--- config.mk ---
export PLATFORM = sky130hd
export DESIGN_NAME = poly_voice_allocator
export DESIGN_NICKNAME = d
export VERILOG_FILES = /design/src/hdl/pva_pkg.sv /design/src/hdl/pva_front.sv /design/src/hdl/pva_back.sv /design/src/hdl/poly_voice_allocator.sv
export SDC_FILE = /design/constraint.sdc
export NUM_CORES = 1
export LEC_CHECK = 0
export BUFFER_PORTS_ARGS = -buffer_cell sky130_fd_sc_hd__buf_4
export CAP_MARGIN = 20
export CORE_MARGIN = 2
export CORE_UTILIZATION = 60
export CTS_CLUSTER_DIAMETER = 150
export DETAILED_ROUTE_END_ITERATION = 7
export PLACE_DENSITY = 0.82
export SLEW_MARGIN = 40
export SYNTH_ARGS = -nofsm -noshare
export SYNTH_HDL_FRONTEND = slang
export SYNTH_HIERARCHICAL = 1
export SYNTH_SLANG_ARGS = --single-unit
--- constraint.sdc ---
create_clock -name clk -period 13.6 [get_ports clk]
set_input_delay 0.68 -clock clk [delete_from_list [all_inputs] [get_ports clk]]
set_output_delay 0.68 -clock clk [all_outputs]
set_load 0.02 [all_outputs]
--- src/hdl/pva_pkg.sv ---
// Package for the polyphonic voice allocator: command codes, queue entry type,
// time constants and the note-to-pitch conversion.
// No dependencies.
package pva_pkg;

    typedef enum logic [1:0] {
        OP_ON   = 2'd0,
        OP_OFF  = 2'd1,
        OP_READ = 2'd2,
        OP_NOP  = 2'd3
    } op_t;

    localparam logic [1:0] CMD_NOTE_ON  = 2'd0;
    localparam logic [1:0] CMD_NOTE_OFF = 2'd1;
    localparam logic [1:0] CMD_READ     = 2'd2;

    localparam logic [30:0] HELD_KEY  = 31'h7FFF_FFFF;
    localparam int          QDEPTH    = 2;

    typedef struct packed {
        op_t         op;
        logic [6:0]  note;
        logic [2:0]  voice;
        logic [30:0] now;
    } entry_t;

    // round((note - 49) * 32768 / 120): 32768 = 120 * 273 + 8
    function automatic logic [15:0] note_pitch(input logic [6:0] n);
        logic        neg;
        logic [6:0]  mag;
        logic [7:0]  y;
        logic [2:0]  frac;
        logic [15:0] q;
        neg  = (n < 7'd49);
        mag  = neg ? (7'd49 - n) : (n - 7'd49);
        y    = {mag, 1'b0} + 8'd15;
        frac = 3'(y >= 8'd30) + 3'(y >= 8'd60) + 3'(y >= 8'd90)
             + 3'(y >= 8'd120) + 3'(y >= 8'd150);
        q    = (16'(mag) * 16'd273) + 16'(frac);
        return neg ? (16'd0 - q) : q;
    endfunction

endpackage

--- src/hdl/pva_front.sv ---
// Front end of the voice allocator: accepts note transactions, classifies them
// and holds them in a two-entry queue for the back end. Uses pva_pkg.
module pva_front
(
    input  logic             clk,
    input  logic             rst_n,
    input  logic             in_valid,
    output logic             in_stall,
    input  logic [1:0]       command,
    input  logic [6:0]       note,
    input  logic [6:0]       velocity,
    input  logic [2:0]       voice,
    input  logic [30:0]      now,
    output logic             q_valid,
    output pva_pkg::entry_t  q_entry,
    input  logic             q_pop
);

    pva_pkg::entry_t queue_reg [pva_pkg::QDEPTH];
    logic [1:0]      count_reg;
    logic [1:0]      count_next;
    logic            wr_ptr_reg;
    logic            rd_ptr_reg;
    logic            push;
    logic            pop;
    pva_pkg::entry_t entry_in;

    always_comb
    begin
        entry_in.note  = note;
        entry_in.voice = voice;
        entry_in.now   = now;
        unique case (command)
            pva_pkg::CMD_NOTE_ON:
                entry_in.op = (velocity != 7'd0) ? pva_pkg::OP_ON : pva_pkg::OP_OFF;
            pva_pkg::CMD_NOTE_OFF:
                entry_in.op = pva_pkg::OP_OFF;
            pva_pkg::CMD_READ:
                entry_in.op = pva_pkg::OP_READ;
            default:
                entry_in.op = pva_pkg::OP_NOP;
        endcase
    end

    assign in_stall = (count_reg == 2'(pva_pkg::QDEPTH));
    assign push     = in_valid && !in_stall;
    assign q_valid  = (count_reg != 2'd0);
    assign pop      = q_pop && q_valid;
    assign q_entry  = queue_reg[rd_ptr_reg];

    always_comb
    begin
        count_next = count_reg;
        if (push && !pop)
        begin
            count_next = count_reg + 2'd1;
        end
        else if (pop && !push)
        begin
            count_next = count_reg - 2'd1;
        end
    end

    always_ff @(posedge clk or negedge rst_n)
    begin
        if (!rst_n)
        begin
            count_reg  <= 2'd0;
            wr_ptr_reg <= 1'b0;
            rd_ptr_reg <= 1'b0;
        end
        else
        begin
            count_reg <= count_next;
            if (push)
            begin
                wr_ptr_reg <= !wr_ptr_reg;
            end
            if (pop)
            begin
                rd_ptr_reg <= !rd_ptr_reg;
            end
        end
    end

    always_ff @(posedge clk)
    begin
        if (push)
        begin
            queue_reg[wr_ptr_reg] <= entry_in;
        end
    end

endmodule

--- src/hdl/pva_back.sv ---
// Back end of the voice allocator: voice state, oldest-release scan, note-off
// release, voice read and the result register. Uses pva_pkg.
module pva_back
#(
    parameter int VOICES = 8
)
(
    input  logic             clk,
    input  logic             rst_n,
    input  logic             q_valid,
    input  pva_pkg::entry_t  q_entry,
    output logic             q_pop,
    output logic             out_valid,
    input  logic             out_stall,
    output logic [2:0]       voice_index,
    output logic [15:0]      pitch,
    output logic             gate,
    output logic [7:0]       released_mask
);

    localparam int IW = $clog2(VOICES);
    localparam int MW = (VOICES < 8) ? VOICES : 8;
    localparam logic [IW-1:0] LAST = IW'(VOICES - 1);

    typedef enum logic [2:0] {
        S_IDLE = 3'b001,
        S_SCAN = 3'b010,
        S_EMIT = 3'b100
    } state_t;

    state_t        state_reg;
    state_t        state_next;

    logic [6:0]    slot_note_reg    [VOICES];
    logic [30:0]   release_time_reg [VOICES];
    logic          held_reg         [VOICES];
    logic [15:0]   voice_pitch_reg  [VOICES];
    logic          voice_gate_reg   [VOICES];

    logic [IW-1:0] ptr_reg;
    logic [IW-1:0] best_reg;
    logic [30:0]   best_key_reg;
    logic [6:0]    note_reg;

    logic [2:0]    res_index_reg;
    logic [15:0]   res_pitch_reg;
    logic          res_gate_reg;
    logic [7:0]    res_mask_reg;

    logic          out_valid_reg;
    logic [2:0]    out_index_reg;
    logic [15:0]   out_pitch_reg;
    logic          out_gate_reg;
    logic [7:0]    out_mask_reg;

    logic [VOICES-1:0] match;
    logic [30:0]   key0;
    logic [30:0]   key_ptr;
    logic          less;
    logic [IW-1:0] best_fin;
    logic [15:0]   new_pitch;
    logic [5:0]    voice_ext;
    logic          rd_in_range;
    logic [IW-1:0] rd_idx;
    logic          is_read;
    logic          out_free;
    logic          start;

    always_comb
    begin
        for (int i = 0; i < VOICES; i++)
        begin
            match[i] = (slot_note_reg[i] == q_entry.note);
        end
    end

    assign key0        = held_reg[0] ? pva_pkg::HELD_KEY : release_time_reg[0];
    assign key_ptr     = held_reg[ptr_reg] ? pva_pkg::HELD_KEY : release_time_reg[ptr_reg];
    assign less        = (key_ptr < best_key_reg);
    assign best_fin    = less ? ptr_reg : best_reg;
    assign new_pitch   = pva_pkg::note_pitch(note_reg);
    assign voice_ext   = 6'(q_entry.voice);
    assign rd_in_range = (voice_ext < 6'(VOICES));
    assign rd_idx      = voice_ext[IW-1:0];
    assign is_read     = (q_entry.op == pva_pkg::OP_READ);
    assign out_free    = !out_valid_reg || !out_stall;
    assign start       = (state_reg == S_IDLE) && q_valid;
    assign q_pop       = start;

    always_comb
    begin
        state_next = state_reg;
        unique case (state_reg)
            S_IDLE:
            begin
                if (q_valid)
                begin
                    state_next = (q_entry.op == pva_pkg::OP_ON) ? S_SCAN : S_EMIT;
                end
            end
            S_SCAN:
            begin
                if (ptr_reg == LAST)
                begin
                    state_next = S_EMIT;
                end
            end
            S_EMIT:
            begin
                if (out_free)
                begin
                    state_next = S_IDLE;
                end
            end
            default:
            begin
                state_next = S_IDLE;
            end
        endcase
    end

    always_ff @(posedge clk or negedge rst_n)
    begin
        if (!rst_n)
        begin
            state_reg     <= S_IDLE;
            out_valid_reg <= 1'b0;
            for (int i = 0; i < VOICES; i++)
            begin
                slot_note_reg[i]    <= 7'd0;
                release_time_reg[i] <= 31'd0;
                held_reg[i]         <= 1'b0;
                voice_pitch_reg[i]  <= 16'd0;
                voice_gate_reg[i]   <= 1'b0;
            end
        end
        else
        begin
            state_reg <= state_next;

            // release every voice holding the note
            if (start && (q_entry.op == pva_pkg::OP_OFF))
            begin
                for (int i = 0; i < VOICES; i++)
                begin
                    if (match[i])
                    begin
                        release_time_reg[i] <= q_entry.now;
                        held_reg[i]         <= 1'b0;
                        voice_gate_reg[i]   <= 1'b0;
                    end
                end
            end

            // claim the oldest voice
            if ((state_reg == S_SCAN) && (ptr_reg == LAST))
            begin
                slot_note_reg[best_fin]   <= note_reg;
                held_reg[best_fin]        <= 1'b1;
                voice_pitch_reg[best_fin] <= new_pitch;
                voice_gate_reg[best_fin]  <= 1'b1;
            end

            if ((state_reg == S_EMIT) && out_free)
            begin
                out_valid_reg <= 1'b1;
            end
            else if (!out_stall)
            begin
                out_valid_reg <= 1'b0;
            end
        end
    end

    always_ff @(posedge clk)
    begin
        if (start)
        begin
            note_reg      <= q_entry.note;
            ptr_reg       <= IW'(1);
            best_reg      <= '0;
            best_key_reg  <= key0;
            res_index_reg <= is_read ? q_entry.voice : 3'd0;
            res_pitch_reg <= (is_read && rd_in_range) ? voice_pitch_reg[rd_idx] : 16'd0;
            res_gate_reg  <= (is_read && rd_in_range) ? voice_gate_reg[rd_idx] : 1'b0;
            res_mask_reg  <= (q_entry.op == pva_pkg::OP_OFF) ? 8'(match[MW-1:0]) : 8'd0;
        end

        if (state_reg == S_SCAN)
        begin
            ptr_reg      <= ptr_reg + IW'(1);
            best_reg     <= best_fin;
            best_key_reg <= less ? key_ptr : best_key_reg;
            if (ptr_reg == LAST)
            begin
                res_index_reg <= 3'(best_fin);
                res_pitch_reg <= new_pitch;
                res_gate_reg  <= 1'b1;
                res_mask_reg  <= 8'd0;
            end
        end

        if ((state_reg == S_EMIT) && out_free)
        begin
            out_index_reg <= res_index_reg;
            out_pitch_reg <= res_pitch_reg;
            out_gate_reg  <= res_gate_reg;
            out_mask_reg  <= res_mask_reg;
        end
    end

    assign out_valid     = out_valid_reg;
    assign voice_index   = out_index_reg;
    assign pitch         = out_pitch_reg;
    assign gate          = out_gate_reg;
    assign released_mask = out_mask_reg;

endmodule

--- src/hdl/poly_voice_allocator.sv ---
// Polyphonic voice allocator top level: joins the front queue and the back end.
// Commands are handled one at a time by the back end: a note on scans one voice key
// per cycle, then emits its result; other commands go straight to the result. A two-entry
// queue in front absorbs bursts while the back end is busy.
// Reset: rst_n clears all voice state, empties the queue and clears the output valid flag at once.
// Depends on pva_pkg, pva_front and pva_back.
module poly_voice_allocator
#(
    parameter int VOICES = 8
)
(
    input  logic               clk,
    input  logic               rst_n,
    input  logic               in_valid,
    output logic               in_stall,
    input  logic [1:0]         command,
    input  logic [6:0]         note,
    input  logic [6:0]         velocity,
    input  logic [2:0]         voice,
    input  logic [30:0]        now,
    output logic               out_valid,
    input  logic               out_stall,
    output logic [2:0]         voice_index,
    output logic signed [15:0] pitch,
    output logic               gate,
    output logic [7:0]         released_mask
);

    logic            q_valid;
    logic            q_pop;
    pva_pkg::entry_t q_entry;
    logic [15:0]     pitch_bits;

    pva_front u_front
    (
        .clk      (clk),
        .rst_n    (rst_n),
        .in_valid (in_valid),
        .in_stall (in_stall),
        .command  (command),
        .note     (note),
        .velocity (velocity),
        .voice    (voice),
        .now      (now),
        .q_valid  (q_valid),
        .q_entry  (q_entry),
        .q_pop    (q_pop)
    );

    pva_back
    #(
        .VOICES (VOICES)
    )
    u_back
    (
        .clk           (clk),
        .rst_n         (rst_n),
        .q_valid       (q_valid),
        .q_entry       (q_entry),
        .q_pop         (q_pop),
        .out_valid     (out_valid),
        .out_stall     (out_stall),
        .voice_index   (voice_index),
        .pitch         (pitch_bits),
        .gate          (gate),
        .released_mask (released_mask)
    );

    assign pitch = signed'(pitch_bits);

endmodule

Word level (Yosys, flattened, before mapping) --
Memory sizes are Yosys's and may differ from the RTL's. Cells that the tools add are included.
Cells by class: $add $sub $neg 12, multipliers 1, magnitude comparators 12, eq/ne operators 22, muxes and demuxes 81, bitwise operators 5, reductions and logical operators 34
Operators with widths (number):
- two-way mux 31 bit | 7
- bitwise mux 128 bit | 1
- two-way mux 16 bit | 8
- binary-select mux 31 bit (select 3 bit) | 1
- two-way mux 8 bit | 8
- bitwise mux 56 bit | 1
- == test 7 bit | 8
- binary-select mux 16 bit (select 3 bit) | 1
- demux 16 bit (select 3 bit) | 1
- two-way mux 3 bit | 13
- less-than comparator 31 bit | 1
- two-way mux 1 bit | 30
- demux 7 bit (select 3 bit) | 1
- AND reduction 2 bit | 9
- adder 16 x 3 -> 16 bit | 1
- greater-or-equal comparator 8 x 7 -> 1 bit (second input constant) | 2
- multiplier 7 x 9 -> 16 bit (second input constant) | 1
- OR 8 bit | 2
- subtractor 1 x 16 -> 16 bit (first input constant) | 1
- two-way mux 7 bit | 2
- greater-or-equal comparator 4 bit (second input constant) | 3
- NOT 3 -> 4 bit | 3
- logical AND 1 bit | 10
- adder 3 x 1 -> 3 bit | 3
- other kinds (31) | 49
Storage, ports and cells: flip-flop bits (word level) 556, bits in writable memories 86, input port bits 54, output and inout port bits 30, memories kept 1
Memories:
- u_front.queue_reg | depth 2, width 43, rd ports 1, clocked after memory_dff 0, write ports 1, line pva_front.sv:19 | pva_pkg::entry_t queue_reg [pva_pkg::QDEPTH];

Logic depth before layout (Yosys ltp) --
Gate-level depths: netlist of the first run.
word-level depth 14, mapped depth 28, gate-level depth less buffers 27

Cells and area by module --
The synthesis of the first run kept the hierarchy.
Modules (own cells, without submodules):
- pva_back | times used 1, cells each 2008, area an instance 26751.9 µm², seq. area each 14034.7 µm²
- pva_front | times used 1, cells each 157, area an instance 3528.4 µm², seq. area each 2682.6 µm²

Worst setup path before layout of the first run --
Ideal clock, no wire load.
kind register -> register, start reg u_back.note_reg[1], end reg u_back/voice_pitch_reg[124] (netlist name), arrival 6745 ps, setup slack 6727 ps, stages on the path, launching flop included 26, cell sequence edfxtp_1 -> clkbuf_1 -> inv_1 -> ha_1 -> nor2b_1 -> a21o_1 -> nand2_1 -> mux2i_1 -> inv_1 -> nor2_1 -> nand4b_1 -> xor2_1 -> o211ai_1 -> ha_1 -> ha_1 -> fa_1 -> ha_1 -> ha_1 -> fa_1 -> a21o_1 -> a221oi_2 -> o211ai_1 -> or4b_2 -> o21ai_0 -> xnor2_1 -> mux2_1
On the way: cells in the longest elaborated chain, start to end 12, elaborated cells on any way between the ends 19
RTL lines:
- from (decl) | line pva_back.sv:43 | logic [6:0] note_reg;
- from (signal assigned) | line pva_back.sv:179 | note_reg <= q_entry.note;
- subtractor 7 x 6 -> 7 bit, or another cell as far along | line pva_pkg.sv:35 | mag = neg ? (7'd49 - n) : (n - 7'd49);
- two-way mux 7 bit | line pva_pkg.sv:35
- adder 8 x 4 -> 8 bit | line pva_pkg.sv:36 | y = {mag, 1'b0} + 8'd15;
- greater-or-equal comparator 8 x 5 -> 1 bit / greater-or-equal comparator 8 x 6 -> 1 bit (equally long branches) | line pva_pkg.sv:37 | frac = 3'(y >= 8'd30) + 3'(y >= 8'd60) + 3'(y >= 8'd90)
- adder 1 x 1 -> 2 bit | line pva_pkg.sv:37
- adder 3 x 1 -> 3 bit | line pva_pkg.sv:37
- adder 3 x 1 -> 3 bit (2 in series) | line pva_pkg.sv:38 | + 3'(y >= 8'd120) + 3'(y >= 8'd150);
- adder 16 x 3 -> 16 bit | line pva_pkg.sv:39 | q = (16'(mag) * 16'd273) + 16'(frac);
- subtractor 1 x 16 -> 16 bit | line pva_pkg.sv:40 | return neg ? (16'd0 - q) : q;
- two-way mux 16 bit (*) | line pva_pkg.sv:40
- bitwise mux 128 bit (*) | line pva_back.sv:160 | voice_pitch_reg[best_fin] <= new_pitch;
- to (signal, indexed assignment) | line pva_back.sv:160
- to (decl) | line pva_back.sv:37 | logic [15:0] voice_pitch_reg [VOICES];
Mark *: on every way between the ends. The rest lies on a longest branch, timed or not. A chain may end at the register's enable or synchronous reset.

Worst setup path in the final report of the first run --
start reg u_back.note_reg[1], end reg u_back/voice_pitch_reg[77] (netlist name)
Same word-level chain as after synthesis.

==> results of run 1 <==
[cell type report]
cell class,count,share of cell area
repair buffers,119,0.0295
well taps,672,0.0249
flip-flops and latches,642,0.495
multi-input cells,1325,0.379
clock buffers,95,0.0564
clock inverters,24,0.00752
inverters,66,0.00734
[cell families after synthesis]
| kind of cell | after synthesis | share of synthesized area |
|---|---|---|
| AO/OA/AOI/OAI | 207 | 0.0454 |
| buffers and inverters | 198 | 0.0295 |
| XOR/XNOR | 91 | 0.0263 |
| multiplexers | 592 | 0.261 |
| AND/OR/NAND/NOR | 373 | 0.0590 |
| adder cells (fa/ha/maj) | 62 | 0.0266 |
| flip-flops | 642 | 0.552 |
[layout by cell type, fill, tap and decap left out, types with 66 or more instances in the layout]
master     instances
buf_4            109
clkbuf_16         70
dfrtp_1          454
edfxtp_1         158
inv_1             66
mux2_1           104
mux2_2           340
mux4_2            98
nand2_1          135
nor2_1            74
o21ai_0           68
xor2_1            72
[cells in the mapped netlist, types with 4 or more instances]
library cell	count	area, µm²
mux2_4	39	586
nand2b_1	35	219
nor3_1	17	85.1
a21o_1	18	135
mux2_1	104	1170
nand2_1	136	510
ha_1	58	726
buf_12	4	80.1
buf_4	6	45.0
buf_2	8	40.0
fa_1	4	80.1
nor4_1	12	75.1
mux2i_1	10	100
mux4_2	98	2210
mux2_2	340	3830
nor3b_1	5	37.5
xor2_1	73	639
nand3_1	42	210
inv_1	66	248
buf_1	18	67.6
o211ai_1	7	52.6
a221oi_1	20	175
a21oi_1	48	240
dfrtp_1	455	11400
o21ai_0	68	340
and3_1	13	81.3
a31oi_1	6	37.5
and4_1	4	35.0
dfxtp_1	28	561
clkbuf_1	89	334
edfxtp_1	158	4740
o21a_1	4	30.0
buf_6	7	78.8
nand4_1	7	43.8
xnor2_1	18	158
nor2b_1	5	31.3
nor2_1	77	289
[worst max-delay path, delay by kind of cell, from the launching register on]
family / cells / cell delay, ps
AO/OA/AOI/OAI: 6 / 1370
XOR/XNOR: 2 / 870
AND/OR/NAND/NOR: 5 / 1490
multiplexers: 2 / 830
flip-flops: 1 / 530
buffers and inverters: 2 / 470
adder cells (fa/ha/maj): 7 / 2260
[per-layer routing]
layer  routed length [µm]  up-vias  track usage
li1                     -     8005            -
met4                 2260        0       0.0982
met5                    0        -            0
met2                33900      649        0.451
met1                27700     9592        0.346
met3                 3980      169       0.0477
[worst max-delay path by stage]
| stage | from | endpoint | slack, ps | cells past startpoint |
|---|---|---|---|---|
| 2_1_floorplan | u_back/note_reg[1]$_DFFE_PP_ | u_back/voice_pitch_reg[124]$_DFFE_PN0P_ | 6730 | 25 |
| 3_3_place_gp | u_back/note_reg[1]$_DFFE_PP_ | u_back/voice_pitch_reg[124]$_DFFE_PN0P_ | 6170 | 26 |
| 3_5_place_dp | u_back/note_reg[1]$_DFFE_PP_ | u_back/voice_pitch_reg[92]$_DFFE_PN0P_ | 5850 | 24 |
| 4_1_cts | u_back/note_reg[1]$_DFFE_PP_ | u_back/voice_pitch_reg[92]$_DFFE_PN0P_ | 5820 | 24 |
| 5_1_grt | u_back/note_reg[1]$_DFFE_PP_ | u_back/voice_pitch_reg[77]$_DFFE_PN0P_ | 4960 | 26 |
| 6_report | u_back/note_reg[1]$_DFFE_PP_ | u_back/voice_pitch_reg[77]$_DFFE_PN0P_ | 5710 | 24 |
[through the flow]
stage | setup slack, ps | hold WS, ps | util | cells
6_report | 5710 | 255 | 0.676 | 2943
5_1_grt | 4960 | 228 | 0.676 | 2943
4_1_cts | 5820 | 222 | 0.676 | 2943
3_5_place_dp | 5850 | 418 | 0.632 | 2823
3_3_place_gp | 6170 | 413 | 0.629 | 2818
2_1_floorplan | 6730 | 384 | - | 2165
==> impl_results.md, run 1 <==
* End of the worst register-to-register path: u_back/voice_pitch_reg[77]$_DFFE_PN0P_
* Worst Hold End: u_front/queue_reg[0][29]$_DFFE_PP_
* GRT Util Overall at 0.266
* Post-Route Skew at 24.3 ps
* Hold WC Path Type: in2reg
* Critical-path cell list: inv_1 > ha_1 > nor2b_1 > a21o_1 > nand2_1 > mux2i_1 > inv_1 > nor2_1 > nand4b_1 > xor2_1 > o211ai_1 > ha_1 > ha_1 > fa_1 > ha_1 > ha_1 > fa_1 > a21o_1 > a221oi_2 > o2111ai_1 > nor4b_1 > a21oi_1 > xor2_1 > mux2_2
* Crit share post-route at 0.580
* Sequential element share of the synthesized area at 0.552
* Vias in the first global route at 19,642
* Worst path required time at 14,130 ps
* DIE WIDTH at 229 µm
* Post-layout min period at 7890 ps
* Die height at 229 µm
* Net Count, Synth at 2,281
* Synth warn at 6
* Fin area at 33,800 µm²
* CTS tree: built
* Cell Area, Synth at 30,300 µm²
* Worst-skew pair later-pin latency at 610 ps
* H-tree depth at 3
* Data arrival, critical path at 8420 ps
* ANT cells at 0
* Setup Buffers After CTS at 0
* GRT overflow at 0
* Async SR Flop Fraction at 0.710
* Antenna viol nets, final at 0
* Initial Utilization at 0.606
* Total clock sinks at 642
* First-pass GRT wire length at 109 mm
* CP max stage delay at 550 ps
* 1st-iter DRT viols at 1,556
* Crit path top cell by count: ha_1
* Largest net degree at the start of global routing at 93
* Clk slew on worst S/H paths at 60 ps
* Area after DPL at 31,600 µm²
* Flops & latches, synth at 642
* RSZ-0062 raised after global routing: false
* Setup crit start kind: flop
* Largest fanout on the critical path at 10
* Reg-to-Reg Start: u_back/note_reg[1]$_DFFE_PP_
* Final setup violation count at 0
* Fmax at 127 MHz
* Filler Cell Count at 3,341
* Post-synth EDFFs at 158
* Maximum capacitance violations at 0
* Area of the multi-input gates at 12,800 µm²
* I/O pin total at 84
* DP HPWL at 41.0 mm
* Final hold vios at 0
* Routability cong. at 0.899
* Reg2reg setup slack at 5710 ps
* Max Root-Sink Buffers at 3
* Fin. max-slew vios at 0
* Drt drc at 0
* Max reg flops at 248
* Hold buffers post-CTS at 1
* DR pass1 iterations at 6
* Hold Path Stages at 1
* Cells after Synth at 2,165
* Worst R2R Path Depth at 24
* Worst slew margin at 0.424
* Number of cell rows at 82
* Setup_tns at 0 ps
* Crit Path Category: reg2reg
* Via count at 18,415
* Netlist cell types at 76
* # nets final at 2,337
* Antenna violations before repair at 0
* DIE AREA at 52,300 µm²
* # resized after CTS at 0
* Slew of the pin with the lowest slew margin at 862 ps
* CP endpoint kind: flop
* Storage element area at 16,700 µm²
* Wire per inst at 23.1 µm
* Area delta synth->final at 11.5%
* Avg Cell Area, Syn at 14.0 µm²
* Port bufs at 83
* Via-per-instance ratio at 6.26
* Fraction of layout cells with a size suffix above 1 at 0.321
* Final wirelength at 67.9 mm
* Crit-path slowest cell: mux2i_1
* Min-delay src: now[29]
* Ys flop type: dfrtp_1
* Outcome: finished clean
* CTS Buf Count at 67
* CTS Root Cell: clkbuf_16
* Core area at 50,000 µm²
Power of run 1 is not shown: default switching activity piles up to over one toggle a cycle in this logic, so the estimate is an artifact.
==> inputs of run 2 (changes only) <==
--- a/config.mk
+++ b/config.mk
@@ -8,7 +8,7 @@
 export BUFFER_PORTS_ARGS = -buffer_cell sky130_fd_sc_hd__buf_4
 export CAP_MARGIN = 20
 export CORE_MARGIN = 2
-export CORE_UTILIZATION = 60
+export CORE_UTILIZATION = 57
 export CTS_CLUSTER_DIAMETER = 150
 export DETAILED_ROUTE_END_ITERATION = 7
 export PLACE_DENSITY = 0.82
==> constraint.sdc (replaced) <==
create_clock -name clk -period 6.8 [get_ports clk]
set_input_delay 0.34 -clock clk [delete_from_list [all_inputs] [get_ports clk]]
set_output_delay 0.34 -clock clk [all_outputs]
set_load 0.02 [all_outputs]
==> run 2 against run 1 <==
Against the previous run:
- global-route usage down 0.82 points
- clock skew down 2.0 ps
- setup slack worse by 5400 ps
- sequential share of layout area down 1.4 points
- critical endpoint is now u_back/voice_pitch_reg[47]$_DFFE_PN0P_
- largest cell class unchanged
==> impl_results.md, run 2 (synthesized netlist as in run 1, its figures left out) <==
* I/O pin total at 84 (unchanged)
* Fin area at 34,800 µm² (was 33,800 µm²)
* Crit Path Category: reg2reg (unchanged)
* Outcome: finished clean (unchanged)
* Clk slew on worst S/H paths at 60 ps (about the same)
* H-tree depth at 3 (unchanged)
* DP HPWL at 40.8 mm (was 41.0 mm)
* Max reg flops at 248 (unchanged)
* Final wirelength at 69.3 mm (was 67.9 mm)
* Port bufs at 83 (unchanged)
* Fraction of layout cells with a size suffix above 1 at 0.334 (was 0.321)
* Drt drc at 0 (unchanged)
* Post-Route Skew at 22.3 ps (was 24.3 ps)
* Largest net degree at the start of global routing at 151 (was 93)
* Number of cell rows at 84 (was 82)
* Reg-to-Reg Start: u_back/note_reg[1]$_DFFE_PP_ (unchanged)
* Area after DPL at 31,800 µm² (was 31,600 µm²)
* Core area at 52,600 µm² (was 50,000 µm²)
* GRT Util Overall at 0.258 (was 0.266)
* Maximum capacitance violations at 0 (unchanged)
* DR pass1 iterations at 5 (was 6)
* Pre-CTS setup slack at -190 ps (was 5850 ps)
* Crit share post-route at 0.952 (was 0.580)
* Wire per inst at 22.7 µm (was 23.1 µm)
* Leading cell type in the layout, fill and taps excluded: dfrtp_1 (unchanged)
* Worst setup endpoint: u_back/voice_pitch_reg[47]$_DFFE_PN0P_ (was u_back/voice_pitch_reg[77]$_DFFE_PN0P_)
* First-pass GRT wire length at 109 mm (about the same)
* Most frequent cells in the layout: dfrtp_1 (454), mux2_2 (340), edfxtp_1 (158), buf_4 (138), nand2_1 (136) (was dfrtp_1 (454), mux2_2 (340), edfxtp_1 (158), nand2_1 (135), buf_4 (109))
* Largest fanout on the critical path at 7 (was 10)
* Setup_tns at 0 ps (unchanged)
* Final setup violation count at 0 (unchanged)
* DIE WIDTH at 234 µm (was 229 µm)
* GRT overflow at 0 (unchanged)
* Worst-skew pair later-pin latency at 620 ps (was 610 ps)
* Via-per-instance ratio at 6.13 (was 6.26)
* Reg2reg setup slack at 330 ps (was 5710 ps)
* Die height at 234 µm (was 229 µm)
* Data arrival, critical path at 7010 ps (was 8420 ps)
* # nets final at 2,418 (was 2,337)
* Fin. max-slew vios at 0 (unchanged)
* CP endpoint kind: flop (unchanged)
* Worst slew margin at 0.391 (was 0.424)
* Hold WC Path Type: in2reg (unchanged)
* Hold Path Stages at 3 (was 1)
* Slew of the pin with the lowest slew margin at 910 ps (was 862 ps)
* CTS Buf Count at 69 (was 67)
* Antenna violations before repair at 0 (unchanged)
* Initial Utilization at 0.576 (was 0.606)
* Max Root-Sink Buffers at 3 (unchanged)
* Via count at 18,696 (was 18,415)
* Fmax at 155 MHz (was 127 MHz)
* Final hold vios at 0 (unchanged)
* Worst hold margin at 54.8 ps (was 255 ps)
* CTS Root Cell: clkbuf_16 (unchanged)
* End of the worst register-to-register path: u_back/voice_pitch_reg[47]$_DFFE_PN0P_ (was u_back/voice_pitch_reg[77]$_DFFE_PN0P_)
* DIE AREA at 55,000 µm² (was 52,300 µm²)
* Routability cong. at 0.861 (was 0.899)
* Post-layout min period at 6470 ps (was 7890 ps)
* Vias in the first global route at 19,947 (was 19,642)
* Antenna viol nets, final at 0 (unchanged)
* CTS tree: built (unchanged)
* 1st-iter DRT viols at 1,506 (was 1,556)
* Area delta synth->final at 14.8% (was 11.5%)
* Worst path required time at 7340 ps (was 14,130 ps)
* Worst R2R Path Depth at 25 (was 24)
* Setup crit start kind: flop (unchanged)
* Final worst-path setup slack at 329 ps (was 5710 ps)
* Total clock sinks at 642 (unchanged)
* CP startpoint: u_back/note_reg[1]$_DFFE_PP_ (unchanged)
-- run 2: changes by cell type in the layout (fill, tap and decap cells not counted), sizes merged --
cell	delta
clkbuf	+1
buf	+37
bufinv	-1
dlygate4sd3	+43
inv	+3
clkinv	+6
clkinvlp	-1
diode	+1
-- run 2: area by class of cell --
type	count	area, µm²
repair buffers	198	1760
well taps	688	861
diodes	1	2.50
fillers	3602	17800
clock inverters	31	277
inverters	66	248
multi-input cells	1325	12900
clock buffers	97	1970
flip-flops and latches	642	16700
-- run 2: how the worst min path moves through the flow --
stage | from | endpoint | slack (ps)
3_5_place_dp | u_back/res_mask_reg[2]$_DFF_P_ | u_back/released_mask[2]$_DFFE_PP_ | 420
5_1_grt | out_stall | u_back/out_valid$_DFFE_PN0P_ | 50
4_1_cts | out_stall | u_back/out_valid$_DFFE_PN0P_ | 20
2_1_floorplan | rst_n | u_back/held_reg[0]$_DFF_PN0_ | 40
6_report | out_stall | u_back/out_valid$_DFFE_PN0P_ | 50
3_3_place_gp | u_back/res_pitch_reg[3]$_DFF_P_ | u_back/pitch[3]$_DFFE_PP_ | 410
-- run 2: worst max-delay path, cell delays in order, from the launching register on --
cell,delay [ps]
edfxtp_1,400
inv_2,130
ha_2,230
nor2b_4,190
a21o_1,160
nand2_1,100
mux2i_2,230
inv_2,90
buf_4,150
nor4_2,250
o21ai_1,110
and4_1,200
o21ai_0,140
ha_1,250
ha_1,320
fa_1,410
ha_1,290
ha_1,250
fa_2,420
a21o_1,240
a221oi_4,340
o2111ai_4,220
or4b_4,530
o311ai_2,270
o211a_1,310
mux2_2,190
-- run 2: layer usage --
layer	GRT usage	vias to the layer above	wire length (µm)
met5	0	-	0
met4	0.0979	0	2380
met3	0.0434	177	4000
met2	0.442	645	34900
met1	0.331	9698	28000
li1	-	8176	-
-- run 2: repair_timing --
item | in CTS | in global routing
cloned | 0 | 0
endpoints found under the setup margin | 38 | 89
pin swaps | 1 | 6
endpoints found under the hold margin | 187 | 0
hold buffers | 44 | 0
gates resized for setup | 8 | 20
setup buffers | 1 | 5
-- run 2: metrics by stage --
| step | utilization | cells |
|---|---|---|
| CTS | 0.658 | 3040 |
| floorplan | - | 2165 |
| global placement | 0.604 | 2862 |
| global route | 0.661 | 3047 |
| detailed placement | 0.606 | 2867 |
| finish | 0.661 | 3048 |
Power of run 2 is left out for the same reason.
